`src/rtl/aes128_pkg.sv`:
```
`timescale 1ns / 1ps
`default_nettype none

package aes128_pkg;

  // round key storage: one row of 128 bits per round key
  localparam int KEY_ROWS = 11;
  localparam int KEY_AW   = $clog2(KEY_ROWS);
  localparam int BLK_W    = 128;

  localparam logic [KEY_AW-1:0] LAST_ROUND = KEY_AW'(KEY_ROWS - 1);

  // reduction constant of the field polynomial x^8 + x^4 + x^3 + x + 1
  localparam logic [7:0] GF_POLY = 8'h1B;

  typedef logic [BLK_W-1:0]  block_t;
  typedef logic [KEY_AW-1:0] key_addr_t;

  typedef enum logic {
    CMD_LOAD_KEY = 1'b0,
    CMD_ENCRYPT  = 1'b1
  } cmd_t;

  // round control: first is the bare key add, last skips mix columns
  typedef struct packed {
    logic first;
    logic last;
  } rnd_ctrl_t;

  localparam logic [7:0] SBOX_TABLE [256] = '{
    8'h63, 8'h7c, 8'h77, 8'h7b, 8'hf2, 8'h6b, 8'h6f, 8'hc5,
    8'h30, 8'h01, 8'h67, 8'h2b, 8'hfe, 8'hd7, 8'hab, 8'h76,
    8'hca, 8'h82, 8'hc9, 8'h7d, 8'hfa, 8'h59, 8'h47, 8'hf0,
    8'had, 8'hd4, 8'ha2, 8'haf, 8'h9c, 8'ha4, 8'h72, 8'hc0,
    8'hb7, 8'hfd, 8'h93, 8'h26, 8'h36, 8'h3f, 8'hf7, 8'hcc,
    8'h34, 8'ha5, 8'he5, 8'hf1, 8'h71, 8'hd8, 8'h31, 8'h15,
    8'h04, 8'hc7, 8'h23, 8'hc3, 8'h18, 8'h96, 8'h05, 8'h9a,
    8'h07, 8'h12, 8'h80, 8'he2, 8'heb, 8'h27, 8'hb2, 8'h75,
    8'h09, 8'h83, 8'h2c, 8'h1a, 8'h1b, 8'h6e, 8'h5a, 8'ha0,
    8'h52, 8'h3b, 8'hd6, 8'hb3, 8'h29, 8'he3, 8'h2f, 8'h84,
    8'h53, 8'hd1, 8'h00, 8'hed, 8'h20, 8'hfc, 8'hb1, 8'h5b,
    8'h6a, 8'hcb, 8'hbe, 8'h39, 8'h4a, 8'h4c, 8'h58, 8'hcf,
    8'hd0, 8'hef, 8'haa, 8'hfb, 8'h43, 8'h4d, 8'h33, 8'h85,
    8'h45, 8'hf9, 8'h02, 8'h7f, 8'h50, 8'h3c, 8'h9f, 8'ha8,
    8'h51, 8'ha3, 8'h40, 8'h8f, 8'h92, 8'h9d, 8'h38, 8'hf5,
    8'hbc, 8'hb6, 8'hda, 8'h21, 8'h10, 8'hff, 8'hf3, 8'hd2,
    8'hcd, 8'h0c, 8'h13, 8'hec, 8'h5f, 8'h97, 8'h44, 8'h17,
    8'hc4, 8'ha7, 8'h7e, 8'h3d, 8'h64, 8'h5d, 8'h19, 8'h73,
    8'h60, 8'h81, 8'h4f, 8'hdc, 8'h22, 8'h2a, 8'h90, 8'h88,
    8'h46, 8'hee, 8'hb8, 8'h14, 8'hde, 8'h5e, 8'h0b, 8'hdb,
    8'he0, 8'h32, 8'h3a, 8'h0a, 8'h49, 8'h06, 8'h24, 8'h5c,
    8'hc2, 8'hd3, 8'hac, 8'h62, 8'h91, 8'h95, 8'he4, 8'h79,
    8'he7, 8'hc8, 8'h37, 8'h6d, 8'h8d, 8'hd5, 8'h4e, 8'ha9,
    8'h6c, 8'h56, 8'hf4, 8'hea, 8'h65, 8'h7a, 8'hae, 8'h08,
    8'hba, 8'h78, 8'h25, 8'h2e, 8'h1c, 8'ha6, 8'hb4, 8'hc6,
    8'he8, 8'hdd, 8'h74, 8'h1f, 8'h4b, 8'hbd, 8'h8b, 8'h8a,
    8'h70, 8'h3e, 8'hb5, 8'h66, 8'h48, 8'h03, 8'hf6, 8'h0e,
    8'h61, 8'h35, 8'h57, 8'hb9, 8'h86, 8'hc1, 8'h1d, 8'h9e,
    8'he1, 8'hf8, 8'h98, 8'h11, 8'h69, 8'hd9, 8'h8e, 8'h94,
    8'h9b, 8'h1e, 8'h87, 8'he9, 8'hce, 8'h55, 8'h28, 8'hdf,
    8'h8c, 8'ha1, 8'h89, 8'h0d, 8'hbf, 8'he6, 8'h42, 8'h68,
    8'h41, 8'h99, 8'h2d, 8'h0f, 8'hb0, 8'h54, 8'hbb, 8'h16
  };

  // multiply by x in the field
  function automatic logic [7:0] gf_dbl(input logic [7:0] a);
    return {a[6:0], 1'b0} ^ (a[7] ? GF_POLY : 8'h00);
  endfunction

  // one column, row 0 in the top byte
  function automatic logic [31:0] mix_col(input logic [31:0] col);
    logic [7:0] a0, a1, a2, a3, d0, d1, d2, d3;
    a0 = col[31:24];
    a1 = col[23:16];
    a2 = col[15:8];
    a3 = col[7:0];
    d0 = gf_dbl(a0);
    d1 = gf_dbl(a1);
    d2 = gf_dbl(a2);
    d3 = gf_dbl(a3);
    return {d0 ^ d1 ^ a1 ^ a2 ^ a3,
            a0 ^ d1 ^ d2 ^ a2 ^ a3,
            a0 ^ a1 ^ d2 ^ d3 ^ a3,
            d0 ^ a0 ^ a1 ^ a2 ^ d3};
  endfunction

endpackage

`default_nettype wire

```
`src/rtl/aes128_key_ram.sv`:
```
`timescale 1ns / 1ps
`default_nettype none

module aes128_key_ram import aes128_pkg::*; (
  input  logic      clk,
  input  logic      wr_en,
  input  key_addr_t wr_addr,
  input  block_t    wr_data,
  input  key_addr_t rd_addr,
  output block_t    rd_data
);

  // one 128-bit row per round key, high half in the upper bits
  block_t mem [KEY_ROWS];

  always_ff @(posedge clk) begin
    if (wr_en) begin
      mem[wr_addr] <= wr_data;
    end
  end

  always_ff @(posedge clk) begin
    rd_data <= mem[rd_addr];
  end

endmodule

`default_nettype wire

```
`config.mk`:
```
export PLATFORM = sky130hd
export DESIGN_NAME = aes128_key_ram
export DESIGN_NICKNAME = d
export VERILOG_FILES = /design/src/rtl/aes128_pkg.sv /design/src/rtl/aes128_key_ram.sv
export SDC_FILE = /design/constraint.sdc
export NUM_CORES = 1
export LEC_CHECK = 0
export BUFFER_PORTS_ARGS = -buffer_cell sky130_fd_sc_hd__buf_2
export CORE_MARGIN = 1
export CORE_UTILIZATION = 61
export CTS_CLUSTER_SIZE = 30
export DETAILED_ROUTE_END_ITERATION = 6
export PLACE_DENSITY_LB_ADDON = 0.25
export SKIP_CTS_REPAIR_TIMING = 1
export SKIP_LAST_GASP = 1
export SLEW_MARGIN = 20
export SYNTH_ARGS = -nofsm -noshare
export SYNTH_HDL_FRONTEND = slang
export SYNTH_SLANG_ARGS = --single-unit
```
`constraint.sdc`:
```
create_clock -name clk -period 14.7 [get_ports clk]
set_clock_uncertainty 0.1 [all_clocks]
set_input_delay 0.735 -clock clk [delete_from_list [all_inputs] [get_ports clk]]
set_output_delay 0.735 -clock clk [all_outputs]
set_load 0.02 [all_outputs]
```
==> results.ini, run 1 <==
[finish]
fin_cells = 4685
drive_above_1_share_pct = 27.2
fin_nets = 3434
area_growth_pct = 13.0

[worst_setup_path]
slowest_stage = buf_4
worstPathRequired_ps = 15170
cp_top_family = buffers and inverters
crit_path_start_kind = input pin
r2r-end = rd_data[13]$_DFF_P_
arrival_ps = 4250
cp_max_fo = 116
ff2ff_setup_slack_ps = 13450
cp_num_buf_inv = 3
r2r_cells = 3
crit_chain = buf_8 -> buf_4 -> buf_4 -> mux2_2 -> o211ai_1 -> o31ai_1
rr_startpoint = mem[3][13]$_DFFE_PP_
path_common_cell = buf_4
cpPeakStageDelay_ps = 970
path_class = in2reg
setup.worst_path.end_class = flip-flop

[drt]
drt_iter0_drc = 2806
via_count = 29200
via_per_inst = 6.23
wl_um = 126000
dr.pass1.iters = 5
postRouteAntennaNets = 0
drc = 0
wl_per_cell_um = 26.8

[logic_synthesis]
synth-seq-cells = 1536
yosys.cell_types.count = 20
avgSynthCellArea_um2 = 19.0
yosysWarnings = 0
syn_area_mm2 = 0.0575
synth-seq-area-share_pct = 78.0
syn_nets = 3159
syn_inst = 3021

[cts]
root_buffer = clkbuf_16
clk_pin_slew_ps = 60
htreeDepth = 4
cts_tree = built
clock-sinks = 1536
clockBufferDepth = 3
clock_latency_ps = 740
numCtsBuffers = 146

[floorplan]
coreArea_mm2 = 0.0933
die-height_um = 309
initial_core_util_pct = 61.6
die-area_mm2 = 0.0954
std_cell_rows = 112
die_x_um = 309
ioPinCount = 266

[sta]
relSlewSlack_pct = 23.0
tightest_slew_ps = 1160
fin_tns_setup_ps = 0
fin_crit_ps = 3780
setup_viol = 0
rsz0062_at_grt = no
fmaxAchievable_ghz = 0.264
fin_crit_sh_pct = 25.7
hold_violations = 0
drv_slew = 0
whs_ps = 191

[grt]
grt_pass1_vias = 29600
grt_overflow_total = 0
antenna_found_initial = 30
grtUsageTotal_pct = 26.3
grt_max_degree = 177
grt_pass1_wl_um = 184000

[power_and_ir_drop]
pwr_density_cell_mw_per_mm2 = 142
worst_ir_drop_vdd_mv = 0.104
p_leak_nw = 22.0
finalPower_mw = 9.24

[placement]
dp_hpwl_um = 59500
gp_congestion = 0.746
io_buffers = 265
post-place-cells = 4401

[status]
status = completed

[worst_hold_path]
worstHoldPathCells = 1
hold_class = in2reg
min_from = wr_data[92]
min_to = mem[6][92]$_DFFE_PP_

[job]
cap_violations = 0

## power by group
group	internal [mW]	leakage (nW)	switching, mW	total [mW]
clock network	2.26	2.42	1.57	3.83
logic	0.174	5.75	0.320	0.494
registers	4.88	13.8	0.0342	4.92
total	7.32	22.0	1.92	9.24
## per-stage QoR
step	setup slack, ps	instance area [µm²]	util, %
after global routing	10760	64900	69.6
after floorplan	3940	57500	-
after detailed placement	10200	59900	64.2
after global placement	10340	59900	64.2
after CTS	10990	64900	69.5
final	10920	64900	69.6
## worst max-delay path by stage
stage / endpoint / slack [ps] / startpoint / cells after the start
after floorplan: mem[0][0]$_DFFE_PP_ / 3940 / wr_addr[3] / 2
after global placement: rd_data[117]$_DFF_P_ / 10340 / rd_addr[0] / 6
after detailed placement: rd_data[122]$_DFF_P_ / 10200 / rd_addr[0] / 6
after CTS: rd_data[122]$_DFF_P_ / 10990 / rd_addr[0] / 6
after global routing: rd_data[109]$_DFF_P_ / 10760 / rd_addr[0] / 6
final: rd_data[113]$_DFF_P_ / 10920 / rd_addr[0] / 6
## synth_stat cells
library cell  count  share of area, %
o31ai_1         128               1.7
buf_4            42              0.55
o211ai_1        128               1.7
nor2b_1           1             0.011
edfxtp_1       1408                74
buf_1             8             0.052
nand2_1           2             0.013
mux2_2          384               7.5
buf_2            28              0.24
nor2_1            9             0.059
clkbuf_1         93              0.61
dfxtp_1         128               4.5
nor3_1            3             0.026
a22o_1          128               2.0
mux2i_1         256               4.5
nand2b_1        131               1.4
or3b_2            1             0.015
o22ai_1         128               1.4
nand3b_1          2             0.026
buf_6            13              0.25
## sequential cells by signal, indices dropped and copies added (netlist names)
register	flops
mem	1408
rd_data	128
## placed cells by master (no fill, tap or decap), drive strengths merged, types with 128 or more instances in the layout
cell type	netlist	final
a22o	128	128
o31ai	128	128
dfxtp	128	128
mux2i	256	256
o22ai	128	128
clkbuf	93	201
o211ai	128	128
buf	91	311
mux2	384	384
nand2b	131	131
edfxtp	1408	1408
## layout make-up
cell class	instances	area, µm²
well taps	1254	1570
fillers	5799	28400
diodes	9	22.5
multi-input cells	1301	11700
repair buffers	311	1800
clock buffers	201	4060
clock inverters	73	891
flip-flops and latches	1536	44800
## kinds of logic after synthesis
group,synth area share [%]
DFF,78.0
muxes,12.0
AOI/OAI and AO/OA,6.69
buffers and inverters,1.71
and+or+nand+nor,1.58
## metal layers
metal	track usage, %	vias to the layer above	routed length (µm)
met2	42.5	1085	61300
met4	7.81	32	2320
met1	36.7	15100	51700
met3	5.34	203	9950
li1	-	12700	-
met5	0	-	189
No activity file was read; power rests on OpenSTA's default activity.
==> run 2: changes to the inputs <==
==> constraint.sdc (replaced) <==
create_clock -name clk -period 3.8 [get_ports clk]
set_clock_uncertainty 0.1 [all_clocks]
set_input_delay 0.19 -clock clk [delete_from_list [all_inputs] [get_ports clk]]
set_output_delay 0.19 -clock clk [all_outputs]
set_load 0.02 [all_outputs]
==> run 2 against run 1 <==
Die area is the same; sequential power rose to 3.9 times the previous value; via count is 2.8% higher; setup slack got worse by 9700 ps; count of clock-buffer cells in the layout increased by 1; power increased to 3.9 times the previous value; sequential share of layout area shrank 2.5 points; non-clock buffer count increased by 184; design area rose by 3.7%; critical path type unchanged; critical endpoint is now mem[2][123]$_DFFE_PP_.
==> results.ini, run 2 (synthesis results as in run 1) <==
[status]
status = completed

[power_and_ir_drop]
p_leak_nw = 23.0  ; +4.8%
worst_ir_drop_vdd_mv = 0.430  ; +310%
pwr_density_cell_mw_per_mm2 = 541  ; +280%
finalPower_mw = 36.4  ; +290%

[cts]
htreeDepth = 4  ; unchanged
root_buffer = clkbuf_16
clock_latency_ps = 750  ; about the same
clockBufferDepth = 3  ; unchanged
clock-sinks = 1536  ; unchanged
clk_pin_slew_ps = 60  ; about the same
cts_tree = built
numCtsBuffers = 150  ; +2.7%

[grt]
grt_pass1_wl_um = 188000  ; +2.1%
grt_pass1_vias = 30600  ; +3.3%
grt_overflow_total = 0  ; unchanged
grtUsageTotal_pct = 26.9  ; +0.61 points
antenna_found_initial = 14  ; -53%
grt_max_degree = 197  ; +11%

[floorplan]
initial_core_util_pct = 61.6  ; unchanged
coreArea_mm2 = 0.0933  ; unchanged
std_cell_rows = 112  ; unchanged
die_x_um = 309  ; unchanged
die-height_um = 309  ; unchanged
die-area_mm2 = 0.0954  ; unchanged
ioPinCount = 266  ; unchanged

[drt]
wl_um = 128000  ; +2.2%
drt_iter0_drc = 2516  ; -10%
via_per_inst = 6.17  ; -1.1%
dr.pass1.iters = 5  ; unchanged
postRouteAntennaNets = 0  ; unchanged
wl_per_cell_um = 26.3  ; -1.7%
drc = 0  ; unchanged
via_count = 30000  ; +2.8%

[finish]
drive_above_1_share_pct = 27.7  ; +0.43 points
finish.utilization_pct = 72.1  ; +2.6 points
fin_nets = 3622  ; +5.5%
top_regs = mem: 1408 flops, rd_data: 128 flops
regMostFlops = mem
final_common_cell = edfxtp_1
final_cell_mix = edfxtp_1 (1,408), mux2_2 (384), buf_2 (262)
area_growth_pct = 17.2
largest_reg_flops = 1408  ; unchanged
fill_cells = 5555  ; -4.2%
finish.instance_area_mm2 = 0.0673  ; +3.7%

[placement]
postPlaceCellArea_mm2 = 0.0608  ; +1.5%
io_buffers = 265  ; unchanged
dpl_worst_slack_ps = 1440  ; -8760 ps
gp_congestion = 0.773  ; +3.5%
dp_hpwl_um = 67600  ; +14%

[sta]
tightest_slew_ps = 1080  ; -72.1 ps
setup_viol = 0  ; unchanged
fin_tns_setup_ps = 0  ; unchanged
fin_crit_ps = 2580
hold_violations = 0  ; unchanged
fin_crit_sh_pct = 68.0
fmaxAchievable_ghz = 0.387
drv_slew = 0  ; unchanged
rsz0062_at_grt = no
finalWorstSetupSlack_ps = 1220  ; -9700 ps
relSlewSlack_pct = 27.8  ; +4.8 points

[worst_hold_path]
hold_class = in2reg

[worst_setup_path]
cp_max_fo = 47  ; -59%
path_common_cell = dlygate4sd3_1
slowest_stage = dlygate4sd3_1
setup.worst_path.end_class = flip-flop
crit_chain = dlygate4sd3_1 -> buf_2 -> or3b_4 -> dlygate4sd3_1 -> nor2_4 -> buf_12
ff2ff_setup_slack_ps = 2140  ; -11,310 ps
cp_top_family = buffers and inverters
arrival_ps = 2870  ; -1380 ps
path_class = in2reg
cpPeakStageDelay_ps = 660  ; -310 ps
worstPathRequired_ps = 4080  ; -11,090 ps
crit_path_start_kind = input pin
cp_num_buf_inv = 4  ; +1

[job]
cap_violations = 0  ; unchanged

==> run 2: metrics by stage <==
stage | hold WS [ps] | cells
global route | 51.7 | 4868
finish | 41.4 | 4870
CTS | -402 | 4729
floorplan | 189 | 3021
global placement | 378 | 4453
detailed placement | 390 | 4453
==> run 2: path summary, 6_finish.rpt <==
kind	start	to	depth (start not counted)
worst min-delay path	wr_addr[1]	mem[7][58]$_DFFE_PP_	3
worst max register to register	mem[9][13]$_DFFE_PP_	rd_data[13]$_DFF_P_	4
worst min register to register	mem[10][53]$_DFFE_PP_	rd_data[53]$_DFF_P_	3
worst max-delay path	wr_addr[3]	mem[2][123]$_DFFE_PP_	6
==> run 2: cell type report <==
| cell class | count | area, µm² | area share [%] |
|---|---|---|---|
| Sequential cell | 1536 | 44800 | 66.6 |
| Antenna cell | 8 | 20.0 | 0.0297 |
| Multi-Input combinational cell | 1301 | 11800 | 17.5 |
| Clock inverter | 74 | 951 | 1.41 |
| Tap cell | 1254 | 1570 | 2.33 |
| Clock buffer | 202 | 4200 | 6.24 |
| Timing Repair Buffer | 495 | 3980 | 5.91 |
==> run 2: metal layers <==
metal  track usage, %  share of wire (%)  routed length (µm)
met1             36.2                 40               51700
met2             44.9                 50               64600
met3             4.75                6.9                8860
met4             8.89                2.4                3040
met5                0              0.071                  91
==> run 2: tightest hold or removal path: cells and delay by family <==
kind / cells / cell delay, ps
buf+inv: 1 / 160
simple gates: 2 / 330
==> run 2: power by group <==
part	leakage [nW]	internal (mW)	switching [mW]
Combinational	6.69	0.812	1.28
Clock	2.54	9.21	6.10
Sequential	13.8	18.9	0.151
Total	23.0	28.9	7.53
